## src/rtl/can_rxq_pkg.sv

```systemverilog
// ----------------------------------------------------------------------------
// can_rxq_pkg
// Types and constants shared by the CAN frame receive queue.
// ----------------------------------------------------------------------------
package can_rxq_pkg;

	localparam int QUEUE_DEPTH = 8;
	localparam int PTR_W       = $clog2(QUEUE_DEPTH);
	localparam int FILL_W      = 3;
	localparam int ID_W        = 29;
	localparam int LEN_W       = 4;
	localparam int DATA_W      = 64;
	localparam int BYTES       = DATA_W / 8;

	localparam logic       KIND_PUSH = 1'b0;
	localparam logic       KIND_POP  = 1'b1;
	localparam logic [3:0] LEN_MAX   = 4'd8;

	typedef logic [PTR_W-1:0] ptr_t;

	typedef struct packed {
		logic              kind;
		logic [7:0]        sid_high;
		logic [7:0]        sid_low;
		logic [7:0]        eid_high;
		logic [7:0]        eid_low;
		logic [7:0]        dlc_byte;
		logic [DATA_W-1:0] rx_data;
	} rx_item_t;

	typedef struct packed {
		logic              valid_res;
		logic [ID_W-1:0]   frame_id;
		logic              is_extended;
		logic              is_remote;
		logic [LEN_W-1:0]  length;
		logic [DATA_W-1:0] payload;
		logic              dropped;
		logic [FILL_W-1:0] fill_count;
	} rx_result_t;

	typedef struct packed {
		logic [LEN_W-1:0] length;
		logic             is_remote;
		logic             is_extended;
		logic [ID_W-1:0]  frame_id;
	} rx_header_t;

endpackage

```

## src/rtl/can_frame_receive_queue_core.sv

```systemverilog
// ----------------------------------------------------------------------------
// can_frame_receive_queue_core
// Receive queue for CAN frames: unpacks raw receive buffer images and holds
// them in a ring of QUEUE_DEPTH-1 frames.
//
// Usage: drive item and raise start; the word is taken at a rising edge with
// start high and busy low. busy stays low, so one word may follow another in
// every cycle. A push word unpacks identifier, flags and length (clamped to
// eight) and stores the frame, or drops it when the ring is full. A pop word
// returns the oldest frame with unused payload bytes cleared.
// Each word gives one result on result, marked by done for a single cycle,
// passing through one input register and then the result register that
// also holds the registered read of the frame store.
// Throughput is one word per cycle; pointers update at the input register
// stage so a following word sees them at once.
// Reset clears both pointers and the pipeline valid flags; the frame store
// is not cleared and is never read before it is written.
// The receiver cannot stall: each result must be taken in its cycle.
// ----------------------------------------------------------------------------
module can_frame_receive_queue_core (
	input  logic                    clk,
	input  logic                    arst_n,
	input  logic                    start,
	output logic                    busy,
	input  can_rxq_pkg::rx_item_t   item,
	output logic                    done,
	output can_rxq_pkg::rx_result_t result
);

	import can_rxq_pkg::*;

	rx_item_t   item_s1;
	logic       start_s1;
	ptr_t       wr_q, rd_q, wr_d, rd_d;
	logic       done_q;
	rx_result_t result_q;

	rx_header_t            header_mem [QUEUE_DEPTH];
	logic [DATA_W-1:0]     payload_mem [QUEUE_DEPTH];

	logic              is_push, is_pop, full, empty;
	rx_header_t        hdr;
	logic [DATA_W-1:0] pay;

	assign busy = 1'b0;

	// input register
	always_ff @(posedge clk or negedge arst_n) begin
		if (!arst_n) begin
			start_s1 <= 1'b0;
		end else begin
			start_s1 <= start;
		end
	end

	always_ff @(posedge clk) begin
		item_s1 <= item;
	end

	// unpack
	always_comb begin
		hdr.is_extended = item_s1.sid_low[3];
		hdr.is_remote   = item_s1.dlc_byte[6];
		hdr.length      = (item_s1.dlc_byte[3:0] > LEN_MAX) ? LEN_MAX : item_s1.dlc_byte[3:0];
		if (item_s1.sid_low[3]) begin
			hdr.frame_id = {item_s1.sid_high, item_s1.sid_low[7:5], item_s1.sid_low[1:0],
				item_s1.eid_high, item_s1.eid_low};
		end else begin
			hdr.frame_id = {18'd0, item_s1.sid_high, item_s1.sid_low[7:5]};
		end
		for (int i = 0; i < BYTES; i++) begin
			pay[i*8 +: 8] = (i < int'(hdr.length)) ? item_s1.rx_data[i*8 +: 8] : 8'd0;
		end
	end

	assign is_push = start_s1 && (item_s1.kind == KIND_PUSH);
	assign is_pop  = start_s1 && (item_s1.kind == KIND_POP);
	assign full    = (ptr_t'(wr_q + 1'b1) == rd_q);
	assign empty   = (wr_q == rd_q);
	assign wr_d    = (is_push && !full) ? ptr_t'(wr_q + 1'b1) : wr_q;
	assign rd_d    = (is_pop && !empty) ? ptr_t'(rd_q + 1'b1) : rd_q;

	always_ff @(posedge clk or negedge arst_n) begin
		if (!arst_n) begin
			wr_q   <= '0;
			rd_q   <= '0;
			done_q <= 1'b0;
		end else begin
			wr_q   <= wr_d;
			rd_q   <= rd_d;
			done_q <= start_s1;
		end
	end

	// frame store
	always_ff @(posedge clk) begin
		if (is_push && !full) begin
			header_mem[wr_q]  <= hdr;
			payload_mem[wr_q] <= pay;
		end
	end

	// result register with registered store read
	always_ff @(posedge clk) begin
		rx_result_t res;
		res            = '0;
		res.fill_count = FILL_W'(ptr_t'(wr_d - rd_d));
		if (is_push) begin
			res.dropped = full;
		end else if (is_pop && !empty) begin
			res.valid_res   = 1'b1;
			res.frame_id    = header_mem[rd_q].frame_id;
			res.is_extended = header_mem[rd_q].is_extended;
			res.is_remote   = header_mem[rd_q].is_remote;
			res.length      = header_mem[rd_q].length;
			res.payload     = payload_mem[rd_q];
		end
		result_q <= res;
	end

	assign done   = done_q;
	assign result = result_q;

endmodule
```

## config.mk

```make
export PLATFORM = sky130hd
export DESIGN_NAME = can_frame_receive_queue_core
export DESIGN_NICKNAME = d
export VERILOG_FILES = /design/src/rtl/can_rxq_pkg.sv /design/src/rtl/can_frame_receive_queue_core.sv
export SDC_FILE = /design/constraint.sdc
export NUM_CORES = 1
export LEC_CHECK = 0
export BUFFER_PORTS_ARGS = -buffer_cell sky130_fd_sc_hd__buf_2
export CORE_MARGIN = 10
export CORE_UTILIZATION = 45
export CTS_CLUSTER_SIZE = 25
export DETAILED_ROUTE_END_ITERATION = 7
export PLACE_DENSITY_LB_ADDON = 0.3
export SYNTH_ARGS = -nofsm -noshare
export SYNTH_HDL_FRONTEND = slang
export SYNTH_SLANG_ARGS = --single-unit
```

## constraint.sdc

```tcl
create_clock -name clk -period 11.03 [get_ports clk]
set_clock_uncertainty 0.1 [all_clocks]
set_input_delay 0.5515 -clock clk [delete_from_list [all_inputs] [get_ports clk]]
set_output_delay 0.5515 -clock clk [all_outputs]
set_load 0.01 [all_outputs]
```

==> out/metrics.cfg, run 1 <==
[outcome]
status = complete, no violations

[drt]
wl_per_cell_microns = 23.42
dr.pass1.iters = 4
antenna_left = 0
viasPerCell = 5.177
first_iter_violations = 1069
num_vias = 16170
wirelength_mm = 73.17
route.detailed.drc = 0

[setup_path]
crit_path_frequent_cell = buf_4
cp_max_fo = 50
ff2ff_setup_slack_ps = 6650
cp.depth = 6
required_ps = 11190
endpoint_kind = flop
cp_cell_sequence = xnor3_1, a31oi_4, nand2_1, nor2_4, buf_4, buf_4
cp.arrival_ps = 4540
crit_path_max_incr_delay_ps = 990
reg2reg_depth = 6
critPathTopFamily = buffers and inverters
cp-start-kind = flop
critPathBufInv = 2
cp_slowest_cell = dfrtp_4
crit_type = flop to flop

[floorplan]
die_area_sq_um = 90520
num_rows = 102
die_x_microns = 300.9
start_util_pct = 45.60
coreArea_sq_um = 77850
die_y_microns = 300.9
ios = 214

[final_layout]
fin_nets = 2107
drive_gt1_share_pct = 29.91
fillers = 6003
final_cells = 3124
regArea_sq_um = 28080
area_delta_synth_final_pct = 18.70
postLayoutCellArea_sq_um = 42140
multi_input_area_sq_um = 6984

[synth]
synthCells = 1630
ys_ff_latch = 1004
yosysMostFrequentCell = edfxtp_1
yosysTopAreaCellShare_pct = 67.00
netlist_top_cells_count = edfxtp_1 (792), dfxtp_1 (204), mux4_2 (198)
syn_nets = 1742
ys_warn_count = 0
async_flop_share_pct = 0.7968
synthDistinctLibCells = 37
synth_enable_flop_cells = 792
yosysSeqAreaShare_pct = 79.06
synth_area_leader_cell = edfxtp_1
syn_area_per_cell_sq_um = 21.78
synthTopCellsByArea = edfxtp_1 (67%), mux4_2 (13%), dfxtp_1 (12%), mux2i_1 (2.8%), nor2_1 (1.1%)
synth_ff_type = edfxtp_1
syn_area_sq_um = 35500

[timing]
setup_viol_count_final = 0
slew_violations = 0
finalCritPeriodShare_pct = 39.68
finalHoldViolCount = 0
holdWs_ps = 189.0
layout_min_cycle_time_ps = 4377
clock.fmax_ghz = 0.2285
fin_setup_tns_ps = 0
rsz0062_at_grt = no
max-slew-margin-rel_pct = 29.37
tightest_slew_ps = 1059

[power_and_ir_drop]
power_leakage_nw = 14.67
internal-power_mw = 7.693
worst_ir_drop_vdd_mv = 0.2046
pwr-share-comb_pct = 21.6
clkPwrFrac_pct = 33.1
power_density_nw_per_um2 = 248.7
pwr-share-seq_pct = 45.3
switching_share_pct = 26.59
switchingPower_mw = 2.786

[grt]
overflow = 0
antenna_found_initial = 3
grt_pass1_wl_mm = 111.2
grt_start_max_net_pins = 106
grt_usage_pct = 16.24
grt_pass1_vias = 17990

[clock_network]
cts_resized = 0
htree_levels = 3
cts_tree = built
cts_made_buffers = 102
clkSinkCount = 1004
clk_pin_slew_ps = 60
clock_latency_ps = 640
cts.root.buffer_cell = clkbuf_16
clockBufferDepth = 3

[placement]
place_area_sq_um = 37650
io_buffers = 207
dpl.cell_count = 2829
hpwlAfterDp_mm = 37.96
routabilityCongestion = 0.7030

[flow_run]
maxCapViolCount = 0

[worst_hold_path]
hp-class = primary input to asynchronous set/reset pin

final timing paths:
path	start	endpoint
setup reg to reg	rd_q[2]	header_mem[7][14]
hold reg to reg	start_s1	done
min in group clk	item[21]	item_s1[21]
max in group asynchronous	arst_n	rd_q[1]
setup / recovery	rd_q[2]	header_mem[7][14]
hold / removal	arst_n	wr_q[1]
what timing repair did:
| item | CTS | global route |
|---|---|---|
| endpoints found under the hold margin | 109 | 0 |
| hold buffers | 102 | 0 |
| setup buffers | 0 | 0 |
routing by layer:
metal | GRT usage, % | vias up | share of wire, %
li1 | - | 7216 | -
met1 | 20.35 | 8508 | 41
met2 | 28.69 | 342 | 52
met3 | 3.140 | 107 | 4.2
met4 | 3.993 | 0 | 2.0
met5 | 0 | - | 0
cells in the final DEF, fill, tap and decap left out, types with 2 or more instances in the layout:
cell / synthesis / routed
nand2_1: 2 / 2
dfxtp_1: 204 / 203
dfrtp_4: 0 / 3
xor2_1: 3 / 3
xnor2_1: 5 / 5
buf_2: 42 / 207
clkbuf_8: 0 / 15
and2_1: 26 / 26
a211oi_1: 2 / 2
nor2_4: 0 / 6
a31oi_1: 2 / 2
nand3_1: 3 / 2
nor2_1: 107 / 101
dfrtp_1: 8 / 5
nand2b_1: 4 / 4
xnor3_1: 2 / 2
buf_4: 9 / 29
inv_4: 0 / 4
mux4_2: 198 / 198
edfxtp_1: 792 / 792
ha_1: 3 / 3
nor2b_1: 59 / 59
nor3_2: 0 / 2
clkbuf_1: 10 / 25
mux2_1: 2 / 2
inv_1: 3 / 3
clkinv_1: 0 / 8
bufinv_16: 0 / 5
clkbuf_16: 0 / 112
mux2i_1: 100 / 100
inv_6: 0 / 2
dlygate4sd3_1: 0 / 102
mux2_2: 11 / 11
clkinv_2: 0 / 18
kinds of logic (layout without fill, tap and decap cells):
family          after synthesis  in the layout  synth area share [%]
compound gates                8              8                0.1974
xor+xnor                     12             12                0.4159
fa+ha+maj                     4              4                0.1621
buf+inv                      82            535                 1.470
flops                      1004           1004                 79.06
mux                         311            311                 15.79
other cells                   1              2               0.01056
simple gates                208            208                 2.887
worst register-to-register path, delay by kind of cell, from the launching register on:
kind / cells / cell delay [ps]
flip-flops: 1 / 990
buffers and inverters: 2 / 1570
AO/OA/AOI/OAI: 1 / 260
AND/OR/NAND/NOR: 2 / 440
XOR/XNOR: 1 / 610
state kept, by name, indices dropped and copies added, names as in the netlist:
register	count
payload_mem	512
header_mem	280
item_s1	98
done	1
result	104
wr_q	3
rd_q	3
start_s1	1
hdr	2
area by class of cell:
type,count,share of cell area (%)
multi-input cells,544,16.57
flip-flops and latches,1004,66.64
clock inverters,39,0.8314
diodes,1,0.005939
clock buffers,153,7.382
well taps,1040,3.088
inverters,4,0.03563
repair buffers,339,5.446
power by group through the flow:
stage,Clock [mW],Sequential (mW),Combinational (mW)
final,3.46,4.75,2.26
after global routing,3.70,4.79,2.47
after CTS,3.54,4.77,2.34
after detailed placement,0,4.84,2.31
after global placement,0,4.82,2.29
after floorplan,0,4.77,1.77
metrics by stage:
stage               util [%]  setup slack [ps]  power [mW]
detailed placement     48.37              6553       7.150
finish                 54.13              6653       10.48
floorplan                  -              2199       6.545
global route           54.12              6402       10.97
global placement       48.37              6623       7.110
CTS                    54.12              6555       10.65
Power figures use the tool's default switching activity.
==> run 2: changes to the inputs <==
==> constraint.sdc (replaced) <==
create_clock -name clk -period 4.1 [get_ports clk]
set_clock_uncertainty 0.1 [all_clocks]
set_input_delay 0.205 -clock clk [delete_from_list [all_inputs] [get_ports clk]]
set_output_delay 0.205 -clock clk [all_outputs]
set_load 0.01 [all_outputs]
==> run 2 against run 1 <==
Sequential power increased to 2.7 times the previous value. Largest power group unchanged. Critical endpoint is now result[2]. Critical path type unchanged. Die area unchanged. Fmax is 47% higher. Power rose to 2.7 times the previous value. Hold slack worse by 110 ps.
==> out/metrics.cfg, run 2 (synthesis gave the netlist of run 1 again) <==
[clock_network]
clk_pin_slew_ps = 60  ; about the same
clock_latency_ps = 660  ; +20 ps
cts.root.buffer_cell = clkbuf_16
htree_levels = 3  ; unchanged
cts_made_buffers = 103  ; +0.98%
clkSinkCount = 1004  ; unchanged
cts_tree = built
clockBufferDepth = 3  ; unchanged

[setup_path]
cp.arrival_ps = 3420  ; -1120 ps
cp-start-kind = flop
critPathBufInv = 1  ; -1
crit_path_frequent_cell = xnor3_1
crit_path_max_incr_delay_ps = 630  ; -360 ps
cp_max_fo = 9  ; -82%
cp_cell_sequence = xnor3_1, a31oi_4, xnor2_1, ha_1, inv_1, fa_1, xnor3_1, xor2_1
crit_type = flop to flop
cp_slowest_cell = dfrtp_1
required_ps = 4540  ; -6650 ps
endpoint_kind = flop
critPathTopFamily = XOR/XNOR gates

[timing]
layout_min_cycle_time_ps = 2981  ; -1396 ps
finalHoldViolCount = 0  ; unchanged
slew_violations = 0  ; unchanged
max-slew-margin-rel_pct = 27.72  ; -1.7 points
setup_viol_count_final = 0  ; unchanged
finalCritPeriodShare_pct = 72.70  ; +33 points
tightest_slew_ps = 1083  ; +23.37 ps
rsz0062_at_grt = no
holdWs_ps = 80.59  ; -108.4 ps
finalWorstSetupSlack_ps = 1119  ; -5534 ps
clock.fmax_ghz = 0.3355  ; +47%

[drt]
wl_per_cell_microns = 23.10  ; -1.4%
wirelength_mm = 72.29  ; -1.2%
route.detailed.drc = 0  ; unchanged
num_vias = 16210  ; +0.21%
antenna_left = 0  ; unchanged
first_iter_violations = 1027  ; -3.9%
dr.pass1.iters = 4  ; unchanged
viasPerCell = 5.180  ; about the same

[final_layout]
drive_gt1_share_pct = 30.73  ; +0.82 points
fillers = 5934  ; -1.1%
postLayoutCellArea_sq_um = 42530  ; +0.93%
area_delta_synth_final_pct = 19.80
final_common_cell = edfxtp_1
fin_nets = 2111  ; +0.19%
n_antenna_cell = 0  ; -1
largest_reg_flops = 512  ; unchanged
top_register = payload_mem
final_cell_mix = edfxtp_1 (792), buf_2 (207), dfxtp_1 (204)

[grt]
grt_start_max_net_pins = 118  ; +11%
antenna_found_initial = 1  ; -2
grt_pass1_vias = 18100  ; +0.61%
grt_usage_pct = 16.13  ; -0.11 points
grt_pass1_wl_mm = 111.2  ; about the same
overflow = 0  ; unchanged

[floorplan]
die_area_sq_um = 90520  ; unchanged
die_x_microns = 300.9  ; unchanged
coreArea_sq_um = 77850  ; unchanged
start_util_pct = 45.60  ; unchanged
ios = 214  ; unchanged
die_y_microns = 300.9  ; unchanged
num_rows = 102  ; unchanged

[placement]
io_buffers = 207  ; unchanged
routabilityCongestion = 0.7098  ; +0.97%
place_area_sq_um = 37890  ; +0.62%
post-place-ws_ps = 1156  ; -5397 ps
hpwlAfterDp_mm = 36.53  ; -3.8%

[worst_hold_path]
hp-class = primary input to flop

[power_and_ir_drop]
worst_ir_drop_vdd_mv = 0.7983  ; +290%
power_density_nw_per_um2 = 674.0  ; +170%
power_leakage_nw = 14.79  ; +0.82%

[flow_run]
maxCapViolCount = 0  ; unchanged

[outcome]
status = complete, no violations

## run 2: cell types whose count changed in the layout (fill, tap and decap cells not counted), sizes merged
| cell | delta |
|---|---|
| dlygate4sd3 | +1 |
| bufinv | +5 |
| clkbuf | -5 |
| diode | -1 |
| clkinvlp | +5 |
| buf | +2 |
| inv | -1 |
| clkinv | -1 |
## run 2: worst paths after layout
kind                       startpoint     endpoint  slack, ps  cells after the start
setup / recovery              wr_q[2]    result[2]       1120                      8
hold / removal               item[19]  item_s1[19]         80                      2
setup reg to reg              wr_q[2]    result[2]       1120                      8
hold reg to reg              start_s1         done        460                      0
max in group asynchronous      arst_n      rd_q[1]       3050                      3
min in group asynchronous      arst_n      rd_q[2]        500                      3
## run 2: through the flow
| step | TNS (ps) | util, % | power (mW) | instances |
|---|---|---|---|---|
| after floorplan | -216870 | - | 17.63 | 1630 |
| after global placement | 0 | 48.67 | 19.28 | 2831 |
| after detailed placement | 0 | 48.67 | 19.36 | 2831 |
| after CTS | 0 | 54.63 | 29.11 | 3129 |
| after global routing | 0 | 54.63 | 30.00 | 3129 |
| final | 0 | 54.63 | 28.67 | 3129 |
## run 2: layer usage
| metal | up-vias | part of all wire (%) | wire, microns | GRT usage, % |
|---|---|---|---|---|
| met1 | 8503 | 42 | 30640 | 21.10 |
| met5 | - | 0 | 0 | 0 |
| met3 | 101 | 4.9 | 3542 | 3.262 |
| met2 | 391 | 51 | 36650 | 27.31 |
| met4 | 0 | 2.0 | 1458 | 4.182 |
| li1 | 7212 | - | - | - |
## run 2: repair_timing
| action | CTS | global route |
|---|---|---|
| buffers inserted | 0 | 0 |
| endpoints found under the hold margin | 109 | 0 |
| hold buffers | 103 | 0 |
| resized for setup | 0 | 0 |
## run 2: power by group
group          internal, mW  switching, mW
combinational          3.09           3.33
sequential             12.2          0.472
clock                  5.82           3.81
## run 2: layout make-up
cell class              count  area (sq um)  area share (%)
well taps                1040          1301           3.060
clock buffers             148          3043           7.155
flip-flops and latches   1004         28080           66.03
clock inverters            47         569.3           1.339
inverters                   4         15.01         0.03530
multi-input cells         544          7038           16.55
repair buffers            342          2482           5.837
==> run 3: changes to the inputs <==
==> constraint.sdc (replaced) <==
create_clock -name clk -period 2.7 [get_ports clk]
set_clock_uncertainty 0.1 [all_clocks]
set_input_delay 0.135 -clock clk [delete_from_list [all_inputs] [get_ports clk]]
set_output_delay 0.135 -clock clk [all_outputs]
set_load 0.01 [all_outputs]
==> run 3 against run 2 <==
Largest power group unchanged. Wire length is 2.0% higher. Sequential share of layout area is 0.54 points lower. Hold slack worse by 50 ps. Flip-flop and latch count stayed put. Critical endpoint unchanged. Non-clock buffer count is 55 higher. Via count is 1.9% higher. Sequential power is 51% higher. Highest routed layer unchanged.
==> out/metrics.cfg, run 3 (synthesis gave the netlist of run 1 again) <==
[grt]
antenna_found_initial = 3  ; +2
grt_usage_pct = 16.43  ; +0.30 points
overflow = 0  ; unchanged
grt_start_max_net_pins = 117  ; -0.85%
grt_pass1_vias = 18450  ; +1.9%
grt_pass1_wl_mm = 113.3  ; +1.8%

[final_layout]
final_cell_mix = edfxtp_1 (792), buf_2 (207), dfxtp_1 (203)
n_antenna_cell = 0  ; unchanged
area_delta_synth_final_pct = 20.79
final_common_cell = edfxtp_1
top_register = payload_mem
final_cells = 3178  ; +1.6%
fin_nets = 2163  ; +2.5%
post-route-util_pct = 55.08  ; +0.45 points
drive_gt1_share_pct = 30.03  ; -0.70 points
regArea_sq_um = 28080  ; about the same
fillers = 5976  ; +0.71%
largest_reg_flops = 512  ; unchanged
multi_input_area_sq_um = 7062  ; +0.34%

[clock_network]
clockBufferDepth = 3  ; unchanged
clk_pin_slew_ps = 60  ; about the same
cts_made_buffers = 100  ; -2.9%
clock_latency_ps = 640  ; -20 ps
cts.root.buffer_cell = clkbuf_16
clkSinkCount = 1004  ; unchanged
cts_tree = built
htree_levels = 3  ; unchanged

[setup_path]
cp_max_fo = 3  ; -6
crit-reg2reg-launch = rd_q[2]
cp_cell_sequence = xnor3_2, a31oi_4, mux2_1, fa_2, xnor3_1, xor2_1
ff2ff_setup_slack_ps = 70  ; -1040 ps
worstReg2RegEnd = result[2]
crit_path_max_incr_delay_ps = 480  ; -150 ps
cp_slowest_cell = dfrtp_4
setup.worst_path.start = rd_q[2]
cp.arrival_ps = 3050  ; -370 ps
cp-start-kind = flop
required_ps = 3120  ; -1420 ps
endpoint_kind = flop
crit_end = result[2]
crit_type = flop to flop
reg2reg_depth = 6  ; -2

[timing]
finalCritPeriodShare_pct = 97.22  ; +25 points
clock.fmax_ghz = 0.3810  ; +14%
tightest_slew_ps = 959.9  ; -122.9 ps
holdWs_ps = 30.86  ; -49.73 ps
finalHoldViolCount = 0  ; unchanged
rsz0062_at_grt = yes
fin_setup_tns_ps = 0  ; unchanged
max-slew-margin-rel_pct = 35.62  ; +7.9 points
setup_viol_count_final = 0  ; unchanged
layout_min_cycle_time_ps = 2625  ; -355.7 ps
slew_violations = 0  ; unchanged

[floorplan]
start_util_pct = 45.60  ; unchanged
coreArea_sq_um = 77850  ; unchanged
num_rows = 102  ; unchanged
die_y_microns = 300.9  ; unchanged
die_x_microns = 300.9  ; unchanged
ios = 214  ; unchanged
die_area_sq_um = 90520  ; unchanged

[drt]
num_vias = 16510  ; +1.9%
wirelength_mm = 73.73  ; +2.0%
dr.pass1.iters = 5  ; +1
viasPerCell = 5.194  ; +0.29%
route.detailed.drc = 0  ; unchanged
first_iter_violations = 938  ; -8.7%
antenna_left = 0  ; unchanged
wl_per_cell_microns = 23.20  ; +0.42%

[outcome]
status = complete, no violations

[placement]
routabilityCongestion = 0.7273  ; +2.5%
dpl.cell_count = 2852  ; +0.74%
io_buffers = 207  ; unchanged
hpwlAfterDp_mm = 40.34  ; +10%

[power_and_ir_drop]
clkPwrFrac_pct = 31.3  ; -2.3 points
switchingPower_mw = 11.53  ; +52%
switching_share_pct = 26.95  ; +0.42 points
power_leakage_nw = 14.93  ; +0.92%
power_density_nw_per_um2 = 997.5  ; +48%
pwr-share-seq_pct = 44.3  ; +0.2 points
pwr-share-comb_pct = 24.4  ; +2.0 points
internal-power_mw = 31.25  ; +48%
worst_ir_drop_vdd_mv = 0.8948  ; +12%
power_mw = 42.77  ; +49%

[worst_hold_path]
hp-start = item[53]
hp-class = primary input to flop

[flow_run]
maxCapViolCount = 0  ; unchanged

[run 3: cell types whose count changed in the layout (fill, tap and decap cells not counted), moves of 3 or more]
cell           delta
clkbuf_8          -9
bufinv_16         -7
clkbuf_1         +14
clkinvlp_4        -3
buf_4             +4
clkinv_1          +7
dlygate4sd3_1    +33
buf_12           +17
clkinv_8          -3
[run 3: worst max-delay path, delay by kind of cell, from the launching register on]
kind	cells	cell delay, ps
xor gates and xnor gates	3	920
DFF	1	480
muxes	1	400
adders and majority gates	1	370
AOI/OAI and AO/OA	1	250
[run 3: cell type report]
| type | count | area share, % |
|---|---|---|
| timing repair buffer | 397 | 7.449 |
| clock buffer | 151 | 6.813 |
| multi-input combinational | 544 | 16.47 |
| sequential | 1004 | 65.49 |
| inverter | 4 | 0.03502 |
| tap | 1040 | 3.035 |
| clock inverter | 38 | 0.7091 |
[run 3: worst min path at each step]
| stage | depth (start not counted) | slack (ps) | end |
|---|---|---|---|
| 6_report | 2 | 30 | item_s1[53] |
| 5_1_grt | 2 | 8 | item_s1[98] |
| 4_1_cts | 2 | 0.1 | item_s1[94] |
| 3_5_place_dp | 1 | -110 | done |
| 3_3_place_gp | 1 | -110 | start_s1 |
| 2_1_floorplan | 0 | -260 | done |
[run 3: per-layer routing]
metal | routed length, microns | GRT usage, % | up-vias
li1 | - | - | 7330
met1 | 30610 | 20.86 | 8698
met2 | 38410 | 28.85 | 381
met3 | 3271 | 2.616 | 99
met4 | 1444 | 4.716 | 0
met5 | 0 | 0 | -
[run 3: metrics by stage]
step	setup slack, ps	cell area, sq um
global route	-5.501	42880
finish	75.00	42880
global placement	-5.782	38260
detailed placement	5.873	38260
floorplan	-1561	35620
CTS	3.878	42860
[run 3: power by group through the flow]
stage	Combinational (mW)	Sequential [mW]	Clock, mW
floorplan	7.40	19.4	0
finish	10.4	19.0	13.4
detailed placement	10.5	19.3	0
CTS	10.7	19.0	13.7
global route	11.3	19.1	14.3
global placement	10.4	19.2	0
[run 3: timing repair]
| action | CTS | global route |
|---|---|---|
| pin swaps | 0 | 2 |
| gates cloned | 0 | 0 |
| buffers inserted | 0 | 1 |
| endpoints found under the setup margin | 1 | 1 |
| endpoints found under the hold margin | 109 | 0 |
| resized for setup | 1 | 4 |
| hold buffers | 136 | 0 |
